**config.mk**
```make
export PLATFORM = sky130hd
export DESIGN_NAME = eth_ipv4_udp_rx_filter_top
export DESIGN_NICKNAME = d
export VERILOG_FILES = /design/src/rtl/eurf_pkg.sv /design/src/rtl/eurf_parser.sv /design/src/rtl/eurf_fifo.sv /design/src/rtl/eurf_judge.sv /design/src/rtl/eth_ipv4_udp_rx_filter_top.sv
export SDC_FILE = /design/constraint.sdc
export NUM_CORES = 1
export LEC_CHECK = 0
export ABC_CLOCK_PERIOD_IN_PS = 8900
export BUFFER_PORTS_ARGS = -buffer_cell sky130_fd_sc_hd__buf_2
export CORE_MARGIN = 1.5
export CORE_UTILIZATION = 39
export CTS_CLUSTER_DIAMETER = 60
export DETAILED_ROUTE_END_ITERATION = 6
export MAX_ROUTING_LAYER = met4
export SLEW_MARGIN = 15
export SYNTH_ARGS = -nofsm -noshare
export SYNTH_HDL_FRONTEND = slang
export SYNTH_HIERARCHICAL = 1
export SYNTH_SLANG_ARGS = --single-unit
```
**constraint.sdc**
```tcl
create_clock -name aclk -period 8.9 [get_ports aclk]
set_input_delay 0.445 -clock aclk [delete_from_list [all_inputs] [get_ports aclk]]
set_output_delay 0.445 -clock aclk [all_outputs]
set_load 0.02 [all_outputs]
```
**src/rtl/eurf_pkg.sv**
```systemverilog
// ----------------------------------------------------------------------------
// eurf_pkg
// Shared types and constants of the Ethernet IPv4/UDP receive filter.
// ----------------------------------------------------------------------------
package eurf_pkg;

    localparam int unsigned LEN_W     = 11;
    localparam int unsigned MAC_W     = 48;
    localparam int unsigned PORT_W    = 16;
    localparam int unsigned VERDICT_W = 3;
    localparam int unsigned CFG_IDX_W = 2;

    localparam int unsigned MAX_FRAME_DEFAULT  = 1500;
    localparam int unsigned FIFO_DEPTH_DEFAULT = 2;

    localparam logic [15:0] ETHERTYPE_IPV4 = 16'h0800;
    localparam logic [7:0]  PROTO_UDP      = 8'd17;

    // byte offsets within the frame
    localparam logic [LEN_W-1:0] MAC_FIRST = LEN_W'(6);
    localparam logic [LEN_W-1:0] MAC_LAST  = LEN_W'(11);
    localparam logic [LEN_W-1:0] ETYPE_HI  = LEN_W'(12);
    localparam logic [LEN_W-1:0] ETYPE_LO  = LEN_W'(13);
    localparam logic [LEN_W-1:0] IHL_POS   = LEN_W'(14);
    localparam logic [LEN_W-1:0] PROTO_POS = LEN_W'(23);
    localparam logic [LEN_W-1:0] PORT_BASE = LEN_W'(16);

    // shortest lengths that hold each checked field
    localparam logic [LEN_W-1:0] MIN_ETH_LEN   = LEN_W'(14);
    localparam logic [LEN_W-1:0] MIN_PROTO_LEN = LEN_W'(24);
    localparam logic [LEN_W-1:0] MIN_PORT_LEN  = LEN_W'(18);

    localparam logic [MAC_W-1:0]  OWN_MAC_RESET     = '0;
    localparam logic [PORT_W-1:0] SERVER_PORT_RESET = PORT_W'(1111);
    localparam logic [PORT_W-1:0] CLIENT_PORT_RESET = PORT_W'(2222);

    typedef enum logic [CFG_IDX_W-1:0] {
        CFG_OWN_MAC     = 2'd0,
        CFG_SERVER_PORT = 2'd1,
        CFG_CLIENT_PORT = 2'd2
    } cfg_index_t;

    typedef enum logic [VERDICT_W-1:0] {
        VERDICT_ACCEPT    = 3'd0,
        VERDICT_NOT_IPV4  = 3'd1,
        VERDICT_OWN_FRAME = 3'd2,
        VERDICT_NOT_UDP   = 3'd3,
        VERDICT_PORT_MISS = 3'd4,
        VERDICT_TRUNCATED = 3'd5
    } verdict_t;

    // summary of one frame, handed from the parser to the judge
    typedef struct packed {
        logic [LEN_W-1:0]  len;
        logic [3:0]        ihl;
        logic              is_ipv4;
        logic              is_udp;
        logic [MAC_W-1:0]  mac;
        logic [PORT_W-1:0] port;
    } frame_rec_t;

    typedef struct packed {
        logic [MAC_W-1:0]  own_mac;
        logic [PORT_W-1:0] server_port;
        logic [PORT_W-1:0] client_port;
    } filter_cfg_t;

endpackage

```
**src/rtl/eurf_parser.sv**
```systemverilog
// ----------------------------------------------------------------------------
// eurf_parser
// Takes frame bytes, captures the header fields and emits a frame summary
// on the last byte.
// ----------------------------------------------------------------------------
module eurf_parser #(
    parameter int unsigned MAX_FRAME = eurf_pkg::MAX_FRAME_DEFAULT
) (
    input  logic                 aclk,
    input  logic                 aresetn,
    input  logic                 s_valid,
    output logic                 s_ready,
    input  logic [7:0]           s_frame_byte,
    input  logic                 s_last_byte,
    output logic                 rec_valid,
    input  logic                 rec_ready,
    output eurf_pkg::frame_rec_t rec_data
);
    import eurf_pkg::*;

    localparam logic [LEN_W-1:0] MAX_LEN = LEN_W'(MAX_FRAME);

    logic [LEN_W-1:0]  cnt_reg,   cnt_next;
    logic [MAC_W-1:0]  mac_reg,   mac_next;
    logic [15:0]       etype_reg, etype_next;
    logic [3:0]        ihl_reg,   ihl_next;
    logic [7:0]        proto_reg, proto_next;
    logic [PORT_W-1:0] port_reg,  port_next;

    logic             take;
    logic             accept;
    logic [LEN_W-1:0] port_pos;

    assign s_ready   = rec_ready;
    assign accept    = s_valid && s_ready;
    assign rec_valid = s_valid && s_last_byte;

    always_comb begin
        take       = cnt_reg < MAX_LEN;
        port_pos   = PORT_BASE + LEN_W'({ihl_reg, 2'b00});
        cnt_next   = cnt_reg;
        mac_next   = mac_reg;
        etype_next = etype_reg;
        ihl_next   = ihl_reg;
        proto_next = proto_reg;
        port_next  = port_reg;
        if (take) begin
            cnt_next = cnt_reg + 1'b1;
            if (cnt_reg >= MAC_FIRST && cnt_reg <= MAC_LAST) begin
                mac_next = {mac_reg[MAC_W-9:0], s_frame_byte};
            end else if (cnt_reg == ETYPE_HI || cnt_reg == ETYPE_LO) begin
                etype_next = {etype_reg[7:0], s_frame_byte};
            end
            if (cnt_reg == IHL_POS) begin
                ihl_next = s_frame_byte[3:0];
            end
            if (cnt_reg == PROTO_POS) begin
                proto_next = s_frame_byte;
            end
            // port position follows the header length seen so far
            if (cnt_reg > IHL_POS && (cnt_reg == port_pos || cnt_reg == port_pos + 1'b1)) begin
                port_next = {port_reg[7:0], s_frame_byte};
            end
        end
    end

    always_comb begin
        rec_data.len     = cnt_next;
        rec_data.ihl     = ihl_next;
        rec_data.is_ipv4 = etype_next == ETHERTYPE_IPV4;
        rec_data.is_udp  = proto_next == PROTO_UDP;
        rec_data.mac     = mac_next;
        rec_data.port    = port_next;
    end

    always_ff @(posedge aclk) begin
        if (!aresetn) begin
            cnt_reg   <= '0;
            mac_reg   <= '0;
            etype_reg <= '0;
            ihl_reg   <= '0;
            proto_reg <= '0;
            port_reg  <= '0;
        end else if (accept) begin
            if (s_last_byte) begin
                cnt_reg   <= '0;
                mac_reg   <= '0;
                etype_reg <= '0;
                ihl_reg   <= '0;
                proto_reg <= '0;
                port_reg  <= '0;
            end else begin
                cnt_reg   <= cnt_next;
                mac_reg   <= mac_next;
                etype_reg <= etype_next;
                ihl_reg   <= ihl_next;
                proto_reg <= proto_next;
                port_reg  <= port_next;
            end
        end
    end

    a_cnt_capped: assert property (@(posedge aclk) disable iff (!aresetn)
        cnt_reg <= MAX_LEN)
        else $error("byte count beyond frame cap");

    a_cnt_cleared: assert property (@(posedge aclk) disable iff (!aresetn)
        (accept && s_last_byte) |=> cnt_reg == '0)
        else $error("byte count not cleared after last byte");

endmodule

```
**src/rtl/eurf_fifo.sv**
```systemverilog
// ----------------------------------------------------------------------------
// eurf_fifo
// Short register queue between the parser and the judge.
// ----------------------------------------------------------------------------
module eurf_fifo #(
    parameter int unsigned WIDTH = 8,
    parameter int unsigned DEPTH = eurf_pkg::FIFO_DEPTH_DEFAULT
) (
    input  logic             aclk,
    input  logic             aresetn,
    input  logic             push_valid,
    output logic             push_ready,
    input  logic [WIDTH-1:0] push_data,
    output logic             pop_valid,
    input  logic             pop_ready,
    output logic [WIDTH-1:0] pop_data
);
    localparam int unsigned PTR_W = $clog2(DEPTH);
    localparam int unsigned CNT_W = $clog2(DEPTH + 1);

    logic [WIDTH-1:0] mem_reg [DEPTH];
    logic [PTR_W-1:0] wr_ptr_reg, wr_ptr_next;
    logic [PTR_W-1:0] rd_ptr_reg, rd_ptr_next;
    logic [CNT_W-1:0] count_reg, count_next;
    logic             push;
    logic             pop;

    assign push_ready = count_reg != CNT_W'(DEPTH);
    assign pop_valid  = count_reg != '0;
    assign pop_data   = mem_reg[rd_ptr_reg];
    assign push       = push_valid && push_ready;
    assign pop        = pop_valid && pop_ready;

    always_comb begin
        wr_ptr_next = wr_ptr_reg;
        rd_ptr_next = rd_ptr_reg;
        count_next  = count_reg;
        if (push) begin
            wr_ptr_next = (wr_ptr_reg == PTR_W'(DEPTH - 1)) ? '0 : wr_ptr_reg + 1'b1;
        end
        if (pop) begin
            rd_ptr_next = (rd_ptr_reg == PTR_W'(DEPTH - 1)) ? '0 : rd_ptr_reg + 1'b1;
        end
        if (push && !pop) begin
            count_next = count_reg + 1'b1;
        end else if (pop && !push) begin
            count_next = count_reg - 1'b1;
        end
    end

    always_ff @(posedge aclk) begin
        if (!aresetn) begin
            wr_ptr_reg <= '0;
            rd_ptr_reg <= '0;
            count_reg  <= '0;
        end else begin
            wr_ptr_reg <= wr_ptr_next;
            rd_ptr_reg <= rd_ptr_next;
            count_reg  <= count_next;
        end
    end

    always_ff @(posedge aclk) begin
        if (push) begin
            mem_reg[wr_ptr_reg] <= push_data;
        end
    end

    a_count_bound: assert property (@(posedge aclk) disable iff (!aresetn)
        count_reg <= CNT_W'(DEPTH))
        else $error("queue fill beyond depth");

    a_count_step: assert property (@(posedge aclk) disable iff (!aresetn)
        (push && !pop) |=> count_reg == $past(count_reg) + 1'b1)
        else $error("queue fill not tracking push");

endmodule

```
**src/rtl/eurf_judge.sv**
```systemverilog
// ----------------------------------------------------------------------------
// eurf_judge
// Turns a frame summary into a verdict and holds it in the output register.
// ----------------------------------------------------------------------------
module eurf_judge (
    input  logic                                 aclk,
    input  logic                                 aresetn,
    input  eurf_pkg::filter_cfg_t                cfg,
    input  logic                                 rec_valid,
    output logic                                 rec_ready,
    input  eurf_pkg::frame_rec_t                 rec_data,
    output logic                                 m_valid,
    input  logic                                 m_ready,
    output eurf_pkg::verdict_t                   m_verdict,
    output logic [eurf_pkg::MAC_W-1:0]           m_sender_mac,
    output logic [eurf_pkg::LEN_W-1:0]           m_frame_length
);
    import eurf_pkg::*;

    logic             m_valid_reg;
    verdict_t         verdict_reg, verdict_next;
    logic [MAC_W-1:0] mac_reg;
    logic [LEN_W-1:0] len_reg;
    logic [LEN_W-1:0] port_len;
    logic             port_hit;

    assign rec_ready      = !m_valid_reg || m_ready;
    assign m_valid        = m_valid_reg;
    assign m_verdict      = verdict_reg;
    assign m_sender_mac   = mac_reg;
    assign m_frame_length = len_reg;

    always_comb begin
        port_len = MIN_PORT_LEN + LEN_W'({rec_data.ihl, 2'b00});
        port_hit = rec_data.port == cfg.server_port || rec_data.port == cfg.client_port;
        priority if (rec_data.len < MIN_ETH_LEN) begin
            verdict_next = VERDICT_TRUNCATED;
        end else if (!rec_data.is_ipv4) begin
            verdict_next = VERDICT_NOT_IPV4;
        end else if (rec_data.mac == cfg.own_mac) begin
            verdict_next = VERDICT_OWN_FRAME;
        end else if (rec_data.len < MIN_PROTO_LEN) begin
            verdict_next = VERDICT_TRUNCATED;
        end else if (!rec_data.is_udp) begin
            verdict_next = VERDICT_NOT_UDP;
        end else if (rec_data.len < port_len) begin
            verdict_next = VERDICT_TRUNCATED;
        end else if (!port_hit) begin
            verdict_next = VERDICT_PORT_MISS;
        end else begin
            verdict_next = VERDICT_ACCEPT;
        end
    end

    always_ff @(posedge aclk) begin
        if (!aresetn) begin
            m_valid_reg <= 1'b0;
        end else if (rec_valid && rec_ready) begin
            m_valid_reg <= 1'b1;
        end else if (m_ready) begin
            m_valid_reg <= 1'b0;
        end
    end

    always_ff @(posedge aclk) begin
        if (rec_valid && rec_ready) begin
            verdict_reg <= verdict_next;
            mac_reg     <= rec_data.mac;
            len_reg     <= rec_data.len;
        end
    end

    a_accept_len: assert property (@(posedge aclk) disable iff (!aresetn)
        (m_valid_reg && verdict_reg == VERDICT_ACCEPT) |-> len_reg >= MIN_PORT_LEN)
        else $error("accepted frame too short to hold the port");

endmodule

```
**src/rtl/eth_ipv4_udp_rx_filter_top.sv**
```systemverilog
// ----------------------------------------------------------------------------
// eth_ipv4_udp_rx_filter_top
// Ethernet IPv4/UDP receive filter: one verdict per received frame.
// ----------------------------------------------------------------------------
// usage
//   s_ channel: one frame byte per transaction, s_last_byte on the final byte.
//   Bytes are taken every cycle; s_ready only drops while the frame queue is
//   full, which happens only when m_ready has been held low.
//   m_ channel: one transaction per frame with verdict, source mac and the
//   frame length (capped at MAX_FRAME; later bytes are counted nowhere).
//   Path: the last byte's record goes from the parser into the queue, then
//   into the judge's output register, which drives m_.
//   Throughput: one byte per cycle sustained, up to one verdict per cycle.
//   cfg_ channel: index 0 own mac, 1 server port, 2 client port, other
//   indexes ignored; always ready, write only while no frame is in flight.
//   Reset: config returns to own mac 0, ports 1111 and 2222, any partial
//   frame and queued verdicts are dropped.
//   A stalled m_ready holds the verdict; up to FIFO_DEPTH further frames are
//   queued behind it before s_ready falls.
// ----------------------------------------------------------------------------
module eth_ipv4_udp_rx_filter_top #(
    parameter int unsigned MAX_FRAME  = eurf_pkg::MAX_FRAME_DEFAULT,
    parameter int unsigned FIFO_DEPTH = eurf_pkg::FIFO_DEPTH_DEFAULT
) (
    input  logic                               aclk,
    input  logic                               aresetn,
    input  logic                               s_valid,
    output logic                               s_ready,
    input  logic [7:0]                         s_frame_byte,
    input  logic                               s_last_byte,
    output logic                               m_valid,
    input  logic                               m_ready,
    output logic [eurf_pkg::VERDICT_W-1:0]     m_verdict,
    output logic [eurf_pkg::MAC_W-1:0]         m_sender_mac,
    output logic [eurf_pkg::LEN_W-1:0]         m_frame_length,
    input  logic                               cfg_valid,
    output logic                               cfg_ready,
    input  logic [eurf_pkg::CFG_IDX_W-1:0]     cfg_index,
    input  logic [eurf_pkg::MAC_W-1:0]         cfg_data
);
    import eurf_pkg::*;

    filter_cfg_t cfg_reg;
    logic        pr_valid, pr_ready;
    frame_rec_t  pr_data;
    logic        qj_valid, qj_ready;
    frame_rec_t  qj_data;
    verdict_t    verdict;

    assign cfg_ready = 1'b1;
    assign m_verdict = verdict;

    always_ff @(posedge aclk) begin
        if (!aresetn) begin
            cfg_reg.own_mac     <= OWN_MAC_RESET;
            cfg_reg.server_port <= SERVER_PORT_RESET;
            cfg_reg.client_port <= CLIENT_PORT_RESET;
        end else if (cfg_valid && cfg_ready) begin
            unique case (cfg_index_t'(cfg_index))
                CFG_OWN_MAC:     cfg_reg.own_mac     <= cfg_data;
                CFG_SERVER_PORT: cfg_reg.server_port <= cfg_data[PORT_W-1:0];
                CFG_CLIENT_PORT: cfg_reg.client_port <= cfg_data[PORT_W-1:0];
                default: ;
            endcase
        end
    end

    eurf_parser #(
        .MAX_FRAME (MAX_FRAME)
    ) u_parser (
        .aclk         (aclk),
        .aresetn      (aresetn),
        .s_valid      (s_valid),
        .s_ready      (s_ready),
        .s_frame_byte (s_frame_byte),
        .s_last_byte  (s_last_byte),
        .rec_valid    (pr_valid),
        .rec_ready    (pr_ready),
        .rec_data     (pr_data)
    );

    eurf_fifo #(
        .WIDTH ($bits(frame_rec_t)),
        .DEPTH (FIFO_DEPTH)
    ) u_fifo (
        .aclk       (aclk),
        .aresetn    (aresetn),
        .push_valid (pr_valid),
        .push_ready (pr_ready),
        .push_data  (pr_data),
        .pop_valid  (qj_valid),
        .pop_ready  (qj_ready),
        .pop_data   (qj_data)
    );

    eurf_judge u_judge (
        .aclk           (aclk),
        .aresetn        (aresetn),
        .cfg            (cfg_reg),
        .rec_valid      (qj_valid),
        .rec_ready      (qj_ready),
        .rec_data       (qj_data),
        .m_valid        (m_valid),
        .m_ready        (m_ready),
        .m_verdict      (verdict),
        .m_sender_mac   (m_sender_mac),
        .m_frame_length (m_frame_length)
    );

endmodule

```
==> report_table.html, run 1 <==
<table>
<tr><th>Metric</th><th>Value</th></tr>
<tr><th colspan="2">Clock network</th></tr>
<tr><td>Number of buffers inserted by hold repair at cts</td><td>0</td></tr>
<tr><td>Sink count of the clock tree</td><td>413</td></tr>
<tr><td>Root Buffer</td><td>sky130_fd_sc_hd__clkbuf_16</td></tr>
<tr><td>Later-pin clock latency in the skew report</td><td>0.55 ns</td></tr>
<tr><td>Clock tree from TritonCTS</td><td>yes</td></tr>
<tr><td>Cts repair resizes</td><td>0</td></tr>
<tr><td>Setup repair bufs after CTS</td><td>0</td></tr>
<tr><td>Buffers from clock root to sink, at most</td><td>3</td></tr>
<tr><td>Clock-pin slew of the registers on the worst-case setup and hold paths</td><td>0.06 ns</td></tr>
<tr><td>CTS H-tree lvls</td><td>2</td></tr>
<tr><td>Number of buffers added by the clock tree synthesis step</td><td>45</td></tr>
<tr><th colspan="2">Logic synthesis</th></tr>
<tr><td>Count of state elements after synthesis</td><td>413</td></tr>
<tr><td>Share of synthesized flip-flops with an asynchronous set or reset</td><td>0%</td></tr>
<tr><td>Synth unique cells</td><td>61</td></tr>
<tr><td>Area of the mapped netlist</td><td>17200 um^2</td></tr>
<tr><td>Synth Flop Type</td><td>sky130_fd_sc_hd__edfxtp_1</td></tr>
<tr><td>Per-instance average area after synthesis</td><td>12.8 um^2</td></tr>
<tr><td>Post-Syn Instances</td><td>1348</td></tr>
<tr><td>Post-synth EDFFs</td><td>224</td></tr>
<tr><td>Seq/Total Area, Yosys</td><td>61.1%</td></tr>
<tr><td>Synth Warn #</td><td>6</td></tr>
<tr><td>Syn_nets</td><td>1423</td></tr>
<tr><th colspan="2">Status</th></tr>
<tr><td>Run status</td><td>complete, no violations</td></tr>
<tr><th colspan="2">Worst setup path</th></tr>
<tr><td>Critical path cell sequence</td><td>buf_4, mux2_2, ha_1, inv_1, ha_1, a21o_1, a2111oi_0, a211oi_1, o31ai_1</td></tr>
<tr><td>Slowest stage delay, CP</td><td>0.70 ns</td></tr>
<tr><td>Critical path start-end classification</td><td>reg -&gt; reg</td></tr>
<tr><td>Crit-path slowest cell</td><td>sky130_fd_sc_hd__a2111oi_0</td></tr>
<tr><td>Kind of end point of the critical path</td><td>register</td></tr>
<tr><td>Required @ worst endpoint</td><td>9.26 ns</td></tr>
<tr><td>Flop-to-flop setup slack</td><td>5.16 ns</td></tr>
<tr><td>Crit Path Max Fanout</td><td>52</td></tr>
<tr><td>Worst path arrival time</td><td>4.10 ns</td></tr>
<tr><td>Most used cell, CP</td><td>sky130_fd_sc_hd__ha_1</td></tr>
<tr><td>CP startpoint kind</td><td>register</td></tr>
<tr><th colspan="2">Floorplan</th></tr>
<tr><td>Area of the core</td><td>43300 um^2</td></tr>
<tr><td>Number of top-level pins</td><td>129</td></tr>
<tr><td>Die extent in x</td><td>213 um</td></tr>
<tr><td>Starting utilization of the core area</td><td>39.7%</td></tr>
<tr><td>Total die area</td><td>45400 um^2</td></tr>
<tr><td>Site Rows</td><td>76</td></tr>
<tr><td>Die H</td><td>213 um</td></tr>
<tr><th colspan="2">Global route</th></tr>
<tr><td>Antenna violations before repair</td><td>0</td></tr>
<tr><td>First-pass GRT wire length</td><td>62.5 mm</td></tr>
<tr><td>Global-route usage over all layers</td><td>18.9%</td></tr>
<tr><td>Largest net degree at the start of global routing</td><td>98</td></tr>
<tr><td>Vias in the first global route</td><td>10300</td></tr>
<tr><td>Global route total overflow</td><td>0</td></tr>
<tr><th colspan="2">STA</th></tr>
<tr><td>Finish-stage setup viols</td><td>0</td></tr>
<tr><td>Total negative setup slack</td><td>0 ns</td></tr>
<tr><td>Clock skew after layout</td><td>0.0264 ns</td></tr>
<tr><td>Count of pins over their slew limit</td><td>0</td></tr>
<tr><td>Maximum clock rate</td><td>0.267 GHz</td></tr>
<tr><td>Time the worst path needs with I/O delays and setup</td><td>3.74 ns</td></tr>
<tr><td>Period utilisation layout</td><td>42.0%</td></tr>
<tr><td>Setup repair after global routing missed its margin</td><td>no</td></tr>
<tr><td>Slew at the pin closest to its max-slew limit</td><td>1.04 ns</td></tr>
<tr><td>Fin. Hold Viols</td><td>0</td></tr>
<tr><td>Final Worst Setup Slack</td><td>5.16 ns</td></tr>
<tr><td>Worst-case headroom to the max-slew limit</td><td>30.7%</td></tr>
<tr><th colspan="2">Finish</th></tr>
<tr><td>Most used cells in the layout excluding fill and tap cells</td><td>sky130_fd_sc_hd__edfxtp_1, sky130_fd_sc_hd__nand2_1, sky130_fd_sc_hd__dfxtp_1</td></tr>
<tr><td>Total Nets Final</td><td>1529</td></tr>
<tr><td>Largest register FFs</td><td>162</td></tr>
<tr><td>Area taken by flip-flops and latches</td><td>10500 um^2</td></tr>
<tr><td>Number of inserted filler cells in the final layout</td><td>3937</td></tr>
<tr><td>Area growth from synthesis to final layout</td><td>14.5%</td></tr>
<tr><td>Area used by multi-input combinational logic</td><td>6250 um^2</td></tr>
<tr><td>N_diodes</td><td>0</td></tr>
<tr><td>Proportion of layout cells with a drive suffix above 1</td><td>24.6%</td></tr>
<tr><td>Most common cell after layout, fill and taps aside</td><td>sky130_fd_sc_hd__edfxtp_1</td></tr>
<tr><th colspan="2">Placement</th></tr>
<tr><td>Minimum setup slack after placement</td><td>5.04 ns</td></tr>
<tr><td>Number of buffer cells added on primary ports</td><td>127</td></tr>
<tr><td>HPWL Detailed</td><td>28.4 mm</td></tr>
<tr><td>Final weighted congestion in routability-driven placement</td><td>0.810</td></tr>
<tr><th colspan="2">Detailed routing</th></tr>
<tr><td>Post-detailed-route DRC marker count</td><td>0</td></tr>
<tr><td>Number of vias per cell after detailed routing</td><td>5.11</td></tr>
<tr><td>Vias</td><td>10600</td></tr>
<tr><td>Detail Route Antenna Nets</td><td>0</td></tr>
<tr><td>Number of search-and-repair iterations in the first detailed-routing pass</td><td>5</td></tr>
<tr><td>Routed length per placed instance</td><td>20.2 um</td></tr>
<tr><td>Number of violations reported at the end of detailed-routing iteration 0</td><td>873</td></tr>
<tr><td>Drt total wl</td><td>41.9 mm</td></tr>
<tr><th colspan="2">Pwr</th></tr>
<tr><td>Total power divided by cell area</td><td>257 nW/um^2</td></tr>
<tr><td>Worst ir drop on vdd</td><td>150 uV</td></tr>
<tr><td>Cell leakage power</td><td>7.43 nW</td></tr>
<tr><th colspan="2">Run</th></tr>
<tr><td>Maximum Capacitance Violations</td><td>0</td></tr>
<tr><th colspan="2">Worst hold path</th></tr>
<tr><td>Tightest Hold Check Type</td><td>in -&gt; reg</td></tr>
</table>
[metrics by stage]
step / utilization [%] / hold WS (ns) / total power, W / cell area [um^2] / cells
CTS: 45.5 / 0.118 / 0.00511 / 19700 / 2075
finish: 45.5 / 0.136 / 0.00505 / 19700 / 2075
floorplan: - / 0.417 / 0.00298 / 17200 / 1348
global placement: 42.2 / 0.430 / 0.00331 / 18300 / 1992
detailed placement: 42.2 / 0.438 / 0.00332 / 18300 / 1992
global route: 45.5 / 0.132 / 0.00525 / 19700 / 2075
[worst max-delay path, delay by kind of cell (launching register included)]
family,cells,cell delay [ns]
adders and majority gates,2,0.56
buffers and inverters,2,0.70
muxes,1,0.43
DFF,1,0.64
AOI/OAI and AO/OA,4,1.21
[cell usage after synthesis (19+ instances only)]
library cell               instances  area [um^2]
sky130_fd_sc_hd__mux2i_1          72          721
sky130_fd_sc_hd__buf_2            19         95.1
sky130_fd_sc_hd__a21oi_1          21          105
sky130_fd_sc_hd__nor4_1           24          150
sky130_fd_sc_hd__o22ai_1          35          219
sky130_fd_sc_hd__xor2_1           88          771
sky130_fd_sc_hd__dfxtp_1         189         3780
sky130_fd_sc_hd__nand2_1         199          747
sky130_fd_sc_hd__o21ai_0          27          135
sky130_fd_sc_hd__clkbuf_1         35          131
sky130_fd_sc_hd__a22o_1           40          350
sky130_fd_sc_hd__edfxtp_1        224         6730
sky130_fd_sc_hd__mux2_2          149         1680
[path summary, 6_finish.rpt]
| check | depth (start not counted) | startpoint | end |
|---|---|---|---|
| setup / recovery | 9 | register | u_judge/m_verdict[2]$_SDFFCE_PP1P_ |
| hold reg to reg | 2 | u_parser/proto_reg[0]$_SDFFE_PN0P_ | u_parser/proto_reg[0]$_SDFFE_PN0P_ |
| setup reg to reg | 9 | register | u_judge/m_verdict[2]$_SDFFCE_PP1P_ |
| hold / removal | 3 | cfg_data[47] | cfg_reg[79]$_SDFFE_PN0P_ |
[area by class of cell]
type                       count  area share (%)
sequential                   413            53.4
multi-input combinational    840            31.7
clock buffer                  64            6.28
tap                          585            3.72
timing repair buffer         136            3.60
clock inverter                19           0.915
inverter                      18           0.349
[cells by family (layout without fill, tap and decap cells)]
group	Yosys count	count (layout)	synth area share, %
fa+ha+maj	11	11	0.801
flops	413	413	61.1
xor+xnor	97	97	4.94
buf+inv	95	237	2.71
other cells	1	1	0.0218
compound gates	164	164	6.52
simple gates	346	346	9.92
mux	221	221	14.0
[power by group]
part	switching, W	total, W	internal, W
combinational	0.000574	0.000880	0.000305
sequential	0.000116	0.00238	0.00227
clock	0.000736	0.00179	0.00106
total	0.00143	0.00505	0.00363
[metal layers]
metal	vias to the layer above	wire, um	GRT usage, %
li1	5120	-	-
met1	5219	19100	25.0
met2	221	20300	30.6
met3	53	1770	2.74
met4	0	743	4.55
met5	-	0	-
No activity file was read; power rests on OpenSTA's default activity.
==> run 2: changes to the inputs <==
--- a/config.mk
+++ b/config.mk
@@ -5,7 +5,7 @@
 export SDC_FILE = /design/constraint.sdc
 export NUM_CORES = 1
 export LEC_CHECK = 0
-export ABC_CLOCK_PERIOD_IN_PS = 8900
+export ABC_CLOCK_PERIOD_IN_PS = 3500
 export BUFFER_PORTS_ARGS = -buffer_cell sky130_fd_sc_hd__buf_2
 export CORE_MARGIN = 1.5
 export CORE_UTILIZATION = 39
==> constraint.sdc (replaced) <==
create_clock -name aclk -period 3.5 [get_ports aclk]
set_input_delay 0.175 -clock aclk [delete_from_list [all_inputs] [get_ports aclk]]
set_output_delay 0.175 -clock aclk [all_outputs]
set_load 0.02 [all_outputs]
==> run 2 against run 1 <==
Compared with the run above: register-to-register slack got worse by 4.7 ns; global-route usage rose by 1.0 points; critical path depth fell by 1; clock-buffer cell count fell by 3; combinational power rose to 2.7 times the previous value; cell area rose by 3.9%; setup slack got worse by 4.7 ns; power rose to 2.6 times the previous value; die area did not move; core utilization rose by 1.8 points.
==> report_table.html, run 2 (synthesis results as in run 1) <==
<table>
<tr><th>Metric</th><th>Value</th></tr>
<tr><th colspan="2">Worst hold path</th></tr>
<tr><td>Hold path depth</td><td>3</td></tr>
<tr><td>End of the worst hold path</td><td>cfg_reg[30]$_SDFFE_PN0P_</td></tr>
<tr><td>Tightest Hold Check Type</td><td>in -&gt; reg</td></tr>
<tr><td>Startpoint of the most critical hold path</td><td>cfg_data[14]</td></tr>
<tr><th colspan="2">Placement</th></tr>
<tr><td>Final weighted congestion in routability-driven placement</td><td>0.841</td></tr>
<tr><td>HPWL Detailed</td><td>29.4 mm</td></tr>
<tr><td>Number of buffer cells added on primary ports</td><td>127</td></tr>
<tr><th colspan="2">Detailed routing</th></tr>
<tr><td>Number of search-and-repair iterations in the first detailed-routing pass</td><td>5</td></tr>
<tr><td>Vias</td><td>11000</td></tr>
<tr><td>Post-detailed-route DRC marker count</td><td>0</td></tr>
<tr><td>Number of violations reported at the end of detailed-routing iteration 0</td><td>751</td></tr>
<tr><td>Drt total wl</td><td>44.1 mm</td></tr>
<tr><td>Detail Route Antenna Nets</td><td>0</td></tr>
<tr><td>Routed length per placed instance</td><td>20.6 um</td></tr>
<tr><td>Number of vias per cell after detailed routing</td><td>5.16</td></tr>
<tr><th colspan="2">Worst setup path</th></tr>
<tr><td>Critical path cell sequence</td><td>buf_12, mux2_2, xor2_1, nor4_1, nand4_1, nor3_1, buf_4, o21ai_0</td></tr>
<tr><td>Required @ worst endpoint</td><td>3.80 ns</td></tr>
<tr><td>Kind of end point of the critical path</td><td>register</td></tr>
<tr><td>Flop-to-flop setup slack</td><td>0.43 ns</td></tr>
<tr><td>Crit Path Max Fanout</td><td>46</td></tr>
<tr><td>Reg2reg end</td><td>u_judge/m_verdict[0]$_SDFFCE_PP1P_</td></tr>
<tr><td>Worst path arrival time</td><td>3.37 ns</td></tr>
<tr><td>Slowest stage delay, CP</td><td>0.48 ns</td></tr>
<tr><td>Worst R2R Path Depth</td><td>8</td></tr>
<tr><td>Crit-path slowest cell</td><td>sky130_fd_sc_hd__nor4_1</td></tr>
<tr><td>CP startpoint kind</td><td>register</td></tr>
<tr><td>Critical path start-end classification</td><td>reg -&gt; reg</td></tr>
<tr><th colspan="2">Clock network</th></tr>
<tr><td>Number of buffers added by the clock tree synthesis step</td><td>46</td></tr>
<tr><td>Clock tree from TritonCTS</td><td>yes</td></tr>
<tr><td>Setup repair bufs after CTS</td><td>0</td></tr>
<tr><td>CTS H-tree lvls</td><td>2</td></tr>
<tr><td>Later-pin clock latency in the skew report</td><td>0.57 ns</td></tr>
<tr><td>Root Buffer</td><td>sky130_fd_sc_hd__clkbuf_16</td></tr>
<tr><td>Buffers from clock root to sink, at most</td><td>3</td></tr>
<tr><td>Cts repair resizes</td><td>0</td></tr>
<tr><td>Sink count of the clock tree</td><td>413</td></tr>
<tr><td>Clock-pin slew of the registers on the worst-case setup and hold paths</td><td>0.06 ns</td></tr>
<tr><th colspan="2">STA</th></tr>
<tr><td>Setup repair after global routing missed its margin</td><td>no</td></tr>
<tr><td>Clock skew after layout</td><td>0.0182 ns</td></tr>
<tr><td>Worst-case headroom to the max-slew limit</td><td>37.3%</td></tr>
<tr><td>Maximum clock rate</td><td>0.326 GHz</td></tr>
<tr><td>Total negative setup slack</td><td>0 ns</td></tr>
<tr><td>Time the worst path needs with I/O delays and setup</td><td>3.07 ns</td></tr>
<tr><td>Period utilisation layout</td><td>87.7%</td></tr>
<tr><td>Slew at the pin closest to its max-slew limit</td><td>0.941 ns</td></tr>
<tr><td>Finish-stage setup viols</td><td>0</td></tr>
<tr><td>Count of pins over their slew limit</td><td>0</td></tr>
<tr><td>Fin. Hold Viols</td><td>0</td></tr>
<tr><th colspan="2">Finish</th></tr>
<tr><td>Most common cell after layout, fill and taps aside</td><td>sky130_fd_sc_hd__edfxtp_1</td></tr>
<tr><td>Area growth from synthesis to final layout</td><td>19.0%</td></tr>
<tr><td>Largest register FFs</td><td>162</td></tr>
<tr><td>Number of inserted filler cells in the final layout</td><td>3879</td></tr>
<tr><td>Layout Utilization</td><td>47.3%</td></tr>
<tr><td>Total Nets Final</td><td>1592</td></tr>
<tr><td>Proportion of layout cells with a drive suffix above 1</td><td>24.5%</td></tr>
<tr><td>Most used cells in the layout excluding fill and tap cells</td><td>sky130_fd_sc_hd__edfxtp_1, sky130_fd_sc_hd__nand2_1, sky130_fd_sc_hd__dfxtp_1</td></tr>
<tr><td>N_diodes</td><td>0</td></tr>
<tr><th colspan="2">Pwr</th></tr>
<tr><td>Total power divided by cell area</td><td>650 nW/um^2</td></tr>
<tr><td>Worst ir drop on vdd</td><td>361 uV</td></tr>
<tr><td>Cell leakage power</td><td>7.77 nW</td></tr>
<tr><th colspan="2">Global route</th></tr>
<tr><td>First-pass GRT wire length</td><td>65.4 mm</td></tr>
<tr><td>Antenna violations before repair</td><td>1</td></tr>
<tr><td>Global route total overflow</td><td>0</td></tr>
<tr><td>Global-route usage over all layers</td><td>19.9%</td></tr>
<tr><td>Vias in the first global route</td><td>10900</td></tr>
<tr><td>Largest net degree at the start of global routing</td><td>96</td></tr>
<tr><th colspan="2">Floorplan</th></tr>
<tr><td>Starting utilization of the core area</td><td>39.7%</td></tr>
<tr><td>Number of top-level pins</td><td>129</td></tr>
<tr><td>Area of the core</td><td>43300 um^2</td></tr>
<tr><td>Total die area</td><td>45400 um^2</td></tr>
<tr><td>Die H</td><td>213 um</td></tr>
<tr><td>Site Rows</td><td>76</td></tr>
<tr><td>Die extent in x</td><td>213 um</td></tr>
<tr><th colspan="2">Status</th></tr>
<tr><td>Run status</td><td>complete, no violations</td></tr>
<tr><th colspan="2">Run</th></tr>
<tr><td>Maximum Capacitance Violations</td><td>0</td></tr>
</table>
run 2: cell types whose count changed in the layout (fill, tap and decap cells not counted), sizes merged:
cell         before  now
buf             136  145
inv              19   21
clkinvlp          0    1
clkbuf           64   61
bufinv            3    5
clkinv           15   14
dlygate4sd3       0   53
run 2: worst max-delay path: cells and delay by family, from the launching register on:
family	cells	cell delay, ns
buffers and inverters	2	0.49
XOR/XNOR	1	0.21
AND/OR/NAND/NOR	3	1.12
flip-flops	1	0.46
AO/OA/AOI/OAI	1	0.09
multiplexers	1	0.44
run 2: routing by layer:
layer | vias up | wire [um] | global-route usage (%)
met4 | 0 | 1240 | 6.68
met3 | 69 | 2110 | 2.69
li1 | 5260 | - | -
met1 | 5413 | 19300 | 25.4
met5 | - | 0 | -
met2 | 299 | 21400 | 32.5
run 2: worst max-delay path by stage:
stage,endpoint,slack [ns]
after CTS,u_judge/m_verdict[0]$_SDFFCE_PP1P_,0.47
final,u_judge/m_verdict[0]$_SDFFCE_PP1P_,0.43
after floorplan,u_fifo/mem_reg[1][0]$_DFFE_PP_,0.48
after detailed placement,u_judge/m_verdict[0]$_SDFFCE_PP1P_,0.50
after global placement,u_judge/m_verdict[0]$_SDFFCE_PP1P_,0.51
after global routing,u_judge/m_verdict[2]$_SDFFCE_PP1P_,0.39
run 2: repair_timing:
item	CTS	global route
hold buffers	53	0
endpoints found under the setup margin	0	0
endpoints found under the hold margin	76	0
run 2: through the flow:
stage	hold slack, ns	worst slack (ns)	instances	total power, W	cell area (um^2)
floorplan	0.297	0.482	1348	0.00757	17200
global placement	0.425	0.513	2001	0.00852	18400
detailed placement	0.428	0.496	2001	0.00854	18400
CTS	0.0108	0.469	2138	0.0135	20500
global route	0.0409	0.389	2138	0.0138	20500
finish	0.0358	0.430	2138	0.0133	20500
run 2: layout make-up:
| class | instances | area [um^2] | area share, % |
|---|---|---|---|
| Tap cell | 585 | 732 | 3.58 |
| Timing Repair Buffer | 198 | 1370 | 6.70 |
| Clock buffer | 61 | 1280 | 6.25 |
| Clock inverter | 23 | 251 | 1.23 |
| Multi-Input combinational cell | 840 | 6250 | 30.5 |
| Inverter | 18 | 68.8 | 0.336 |
| Sequential cell | 413 | 10500 | 51.4 |
run 2: where the power goes:
part	total, W	internal [W]	switching (W)	leakage, nW
Combinational	0.00241	0.000867	0.00155	3.38
Sequential	0.00602	0.00575	0.000269	3.64
Clock	0.00487	0.00294	0.00193	0.751
==> run 3: changes to the inputs <==
--- a/config.mk
+++ b/config.mk
@@ -7,13 +7,13 @@
 export LEC_CHECK = 0
 export ABC_CLOCK_PERIOD_IN_PS = 3500
 export BUFFER_PORTS_ARGS = -buffer_cell sky130_fd_sc_hd__buf_2
-export CORE_MARGIN = 1.5
+export CORE_MARGIN = 3
 export CORE_UTILIZATION = 39
 export CTS_CLUSTER_DIAMETER = 60
 export DETAILED_ROUTE_END_ITERATION = 6
 export MAX_ROUTING_LAYER = met4
+export REMOVE_ABC_BUFFERS = 1
 export SLEW_MARGIN = 15
 export SYNTH_ARGS = -nofsm -noshare
 export SYNTH_HDL_FRONTEND = slang
-export SYNTH_HIERARCHICAL = 1
 export SYNTH_SLANG_ARGS = --single-unit
==> run 3 against run 2 <==
Compared with the run above: fmax rose by 2.9%; area after synthesis shrank 0.90%; clock power shrank 5.1%; synthesized cell count fell by 0.30%; routed wire length fell by 5.7%; global-route usage shrank 1.7 points; sequential cell count unchanged; core utilization increased by 0.50 points; cell area is 0.70% lower; combinational power is 7% higher; largest power group unchanged.
==> report_table.html, run 3 <==
<table>
<tr><th>Metric</th><th>Value</th></tr>
<tr><th colspan="2">STA</th></tr>
<tr><td>Count of pins over their slew limit</td><td>0</td></tr>
<tr><td>Setup repair after global routing missed its margin</td><td>no</td></tr>
<tr><td>Time the worst path needs with I/O delays and setup</td><td>2.98 ns</td></tr>
<tr><td>Fin. Hold Viols</td><td>0</td></tr>
<tr><td>Final Worst Setup Slack</td><td>0.516 ns</td></tr>
<tr><td>Maximum clock rate</td><td>0.335 GHz</td></tr>
<tr><td>Finish-stage setup viols</td><td>0</td></tr>
<tr><td>Worst-case headroom to the max-slew limit</td><td>38.5%</td></tr>
<tr><td>Clock skew after layout</td><td>0.0195 ns</td></tr>
<tr><td>Slew at the pin closest to its max-slew limit</td><td>0.922 ns</td></tr>
<tr><td>Final worst hold slack</td><td>0.0548 ns</td></tr>
<tr><td>Period utilisation layout</td><td>85.3%</td></tr>
<tr><th colspan="2">Pwr</th></tr>
<tr><td>Total power divided by cell area</td><td>650 nW/um^2</td></tr>
<tr><td>Worst ir drop on vdd</td><td>363 uV</td></tr>
<tr><td>Cell leakage power</td><td>7.29 nW</td></tr>
<tr><th colspan="2">Clock network</th></tr>
<tr><td>Setup repair bufs after CTS</td><td>0</td></tr>
<tr><td>Buffers from clock root to sink, at most</td><td>3</td></tr>
<tr><td>Clock tree from TritonCTS</td><td>yes</td></tr>
<tr><td>Sink count of the clock tree</td><td>413</td></tr>
<tr><td>Root Buffer</td><td>sky130_fd_sc_hd__clkbuf_16</td></tr>
<tr><td>Cts repair resizes</td><td>0</td></tr>
<tr><td>CTS H-tree lvls</td><td>2</td></tr>
<tr><td>Clock-pin slew of the registers on the worst-case setup and hold paths</td><td>0.06 ns</td></tr>
<tr><td>Later-pin clock latency in the skew report</td><td>0.57 ns</td></tr>
<tr><td>Number of buffers added by the clock tree synthesis step</td><td>46</td></tr>
<tr><th colspan="2">Logic synthesis</th></tr>
<tr><td>Area share of the leading cell type in the synthesized netlist</td><td>39.5%</td></tr>
<tr><td>Post-synth top cells</td><td>sky130_fd_sc_hd__edfxtp_1, sky130_fd_sc_hd__dfxtp_1, sky130_fd_sc_hd__nand2_1, sky130_fd_sc_hd__mux2_2, sky130_fd_sc_hd__nor2b_1</td></tr>
<tr><td>Post-synth EDFFs</td><td>224</td></tr>
<tr><td>Library cell with the largest summed area after synthesis</td><td>sky130_fd_sc_hd__edfxtp_1</td></tr>
<tr><td>Synth unique cells</td><td>53</td></tr>
<tr><td>Synth Warn #</td><td>0</td></tr>
<tr><td>Most frequent cell after synthesis</td><td>sky130_fd_sc_hd__edfxtp_1</td></tr>
<tr><td>Count of state elements after synthesis</td><td>413</td></tr>
<tr><td>Share of synthesized flip-flops with an asynchronous set or reset</td><td>0%</td></tr>
<tr><td>Post-Syn Instances</td><td>1344</td></tr>
<tr><td>Synth Flop Type</td><td>sky130_fd_sc_hd__edfxtp_1</td></tr>
<tr><td>Per-instance average area after synthesis</td><td>12.7 um^2</td></tr>
<tr><td>Main area contributors after synthesis</td><td>sky130_fd_sc_hd__edfxtp_1, sky130_fd_sc_hd__dfxtp_1, sky130_fd_sc_hd__mux2_2, sky130_fd_sc_hd__a22oi_1, sky130_fd_sc_hd__nand2_1</td></tr>
<tr><td>Seq/Total Area, Yosys</td><td>61.7%</td></tr>
<tr><td>Area of the mapped netlist</td><td>17000 um^2</td></tr>
<tr><th colspan="2">Finish</th></tr>
<tr><td>Proportion of layout cells with a drive suffix above 1</td><td>24.3%</td></tr>
<tr><td>Number of inserted filler cells in the final layout</td><td>3773</td></tr>
<tr><td>Total Nets Final</td><td>1587</td></tr>
<tr><td>Most common cell after layout, fill and taps aside</td><td>sky130_fd_sc_hd__edfxtp_1</td></tr>
<tr><td>Most used cells in the layout excluding fill and tap cells</td><td>sky130_fd_sc_hd__edfxtp_1, sky130_fd_sc_hd__dfxtp_1, sky130_fd_sc_hd__nand2_1</td></tr>
<tr><td>Area growth from synthesis to final layout</td><td>19.2%</td></tr>
<tr><td>Largest register FFs</td><td>162</td></tr>
<tr><th colspan="2">Status</th></tr>
<tr><td>Run status</td><td>complete, no violations</td></tr>
<tr><th colspan="2">Floorplan</th></tr>
<tr><td>Starting utilization of the core area</td><td>40.1%</td></tr>
<tr><td>Site Rows</td><td>75</td></tr>
<tr><td>Total die area</td><td>46200 um^2</td></tr>
<tr><td>Die H</td><td>215 um</td></tr>
<tr><td>Die extent in x</td><td>215 um</td></tr>
<tr><td>Area of the core</td><td>42500 um^2</td></tr>
<tr><td>Number of top-level pins</td><td>129</td></tr>
<tr><th colspan="2">Global route</th></tr>
<tr><td>Largest net degree at the start of global routing</td><td>99</td></tr>
<tr><td>Vias in the first global route</td><td>10900</td></tr>
<tr><td>Antenna violations before repair</td><td>1</td></tr>
<tr><td>First-pass GRT wire length</td><td>64.5 mm</td></tr>
<tr><td>Global-route usage over all layers</td><td>18.2%</td></tr>
<tr><td>Global route total overflow</td><td>0</td></tr>
<tr><th colspan="2">Detailed routing</th></tr>
<tr><td>Number of search-and-repair iterations in the first detailed-routing pass</td><td>5</td></tr>
<tr><td>Routed length per placed instance</td><td>19.5 um</td></tr>
<tr><td>Post-detailed-route DRC marker count</td><td>0</td></tr>
<tr><td>Number of violations reported at the end of detailed-routing iteration 0</td><td>737</td></tr>
<tr><td>Number of vias per cell after detailed routing</td><td>5.11</td></tr>
<tr><td>Drt total wl</td><td>41.6 mm</td></tr>
<tr><td>Detail Route Antenna Nets</td><td>0</td></tr>
<tr><td>Vias</td><td>10900</td></tr>
<tr><th colspan="2">Worst setup path</th></tr>
<tr><td>Critical path start-end classification</td><td>reg -&gt; reg</td></tr>
<tr><td>Required @ worst endpoint</td><td>3.88 ns</td></tr>
<tr><td>Kind of end point of the critical path</td><td>register</td></tr>
<tr><td>Crit Path Max Fanout</td><td>21</td></tr>
<tr><td>Capture point of the critical path</td><td>u_judge.m_verdict[2]$_SDFFCE_PP1P_</td></tr>
<tr><td>Crit-path slowest cell</td><td>sky130_fd_sc_hd__dfxtp_4</td></tr>
<tr><td>CP startpoint kind</td><td>register</td></tr>
<tr><td>Worst R2R Path Depth</td><td>9</td></tr>
<tr><td>Reg2reg end</td><td>u_judge.m_verdict[2]$_SDFFCE_PP1P_</td></tr>
<tr><td>Critical path cell sequence</td><td>buf_4, mux2_2, ha_1, a21o_1, a21oi_1, o22ai_1, o31ai_1, a21oi_1, o31ai_1</td></tr>
<tr><td>Flop-to-flop setup slack</td><td>0.52 ns</td></tr>
<tr><td>Worst path arrival time</td><td>3.37 ns</td></tr>
<tr><td>Slowest stage delay, CP</td><td>0.58 ns</td></tr>
<tr><td>CP Depth</td><td>9</td></tr>
<tr><td>Sum of buffers and inverters on the critical path</td><td>1</td></tr>
<tr><td>Gate family responsible for the most delay along the worst path</td><td>compound AO/OA/AOI/OAI gates</td></tr>
<tr><th colspan="2">Placement</th></tr>
<tr><td>HPWL Detailed</td><td>27.6 mm</td></tr>
<tr><td>Minimum setup slack after placement</td><td>0.487 ns</td></tr>
<tr><td>Final weighted congestion in routability-driven placement</td><td>0.861</td></tr>
<tr><td>Number of buffer cells added on primary ports</td><td>127</td></tr>
<tr><th colspan="2">Worst hold path</th></tr>
<tr><td>Tightest Hold Check Type</td><td>in -&gt; reg</td></tr>
<tr><th colspan="2">Run</th></tr>
<tr><td>Maximum Capacitance Violations</td><td>0</td></tr>
</table>
run 3: changes by cell type after synthesis, sizes merged, moves of 23 or more:
cell | previous run | this run
a22oi | 1 | 100
nor2b | 17 | 101
a21boi | 3 | 70
mux2i | 72 | 19
a22o | 40 | 0
o22ai | 36 | 1
xnor2 | 9 | 43
xor2 | 88 | 55
clkbuf | 35 | 62
nand2 | 200 | 174
buf | 42 | 19
run 3: cells by family after synthesis:
family	after synthesis	synth area share [%]
fa+ha+maj	12	0.881
simple gates	373	11.1
compound gates	205	9.15
flops	413	61.7
buf+inv	92	2.17
xor+xnor	98	5.04
other cells	1	0.0220
mux	150	9.99
run 3: timing repair:
item | in CTS | in global routing
endpoints found under the hold margin | 80 | 0
hold buffers | 51 | 0
endpoints found under the setup margin | 0 | 0
run 3: how the worst min path moves through the flow:
stage	from	end	slack [ns]	depth (start not counted)
2_1_floorplan	aresetn	cfg_reg[11]$_SDFFE_PN1P_	0.25	1
3_3_place_gp	cfg_data[42]	cfg_reg[74]$_SDFFE_PN0P_	0.43	3
3_5_place_dp	cfg_data[4]	cfg_reg[20]$_SDFFE_PN1P_	0.43	3
4_1_cts	s_frame_byte[5]	u_parser.proto_reg[5]$_SDFFE_PN0P_	0.03	3
5_1_grt	s_frame_byte[4]	u_parser.etype_reg[4]$_SDFFE_PN0P_	0.04	3
6_report	s_frame_byte[4]	u_parser.etype_reg[4]$_SDFFE_PN0P_	0.05	3
run 3: layout make-up:
class	instances	area, um^2	area share (%)
Antenna cell	1	2.50	0.0123
Clock buffer	56	1260	6.20
Clock inverter	30	209	1.03
Inverter	11	41.3	0.203
Multi-Input combinational cell	839	6200	30.5
Sequential cell	413	10500	51.7
Tap cell	577	722	3.55
Timing Repair Buffer	200	1360	6.71
run 3: through the flow:
step	utilization, %	cell area (um^2)	total power (W)	setup TNS [ns]	std cells
floorplan	-	16700	0.00768	-297.06	1263
CTS	47.8	20300	0.0134	0	2126
global route	47.8	20300	0.0138	0	2127
global placement	43.1	18300	0.00866	0	1989
detailed placement	43.1	18300	0.00869	0	1989
finish	47.8	20300	0.0132	0	2127
run 3: routing by layer:
metal | vias up | part of all wire (%) | GRT usage, %
met1 | 5376 | 47 | 23.9
met4 | 0 | 2.3 | 5.42
met5 | - | 0 | -
met3 | 61 | 4.2 | 3.16
met2 | 246 | 47 | 29.1
li1 | 5189 | - | -
run 3: worst min-delay path, delay by kind of cell:
kind / cells / cell delay [ns]
compound gates: 1 / 0.11
buf+inv: 1 / 0.18
simple gates: 1 / 0.10
run 3: power by group:
group	internal, W	total, W	switching, W	leakage, nW
sequential	0.00572	0.00600	0.000276	3.63
clock	0.00265	0.00462	0.00197	0.727
combinational	0.000954	0.00259	0.00164	2.94
total	0.00933	0.0132	0.00388	7.29
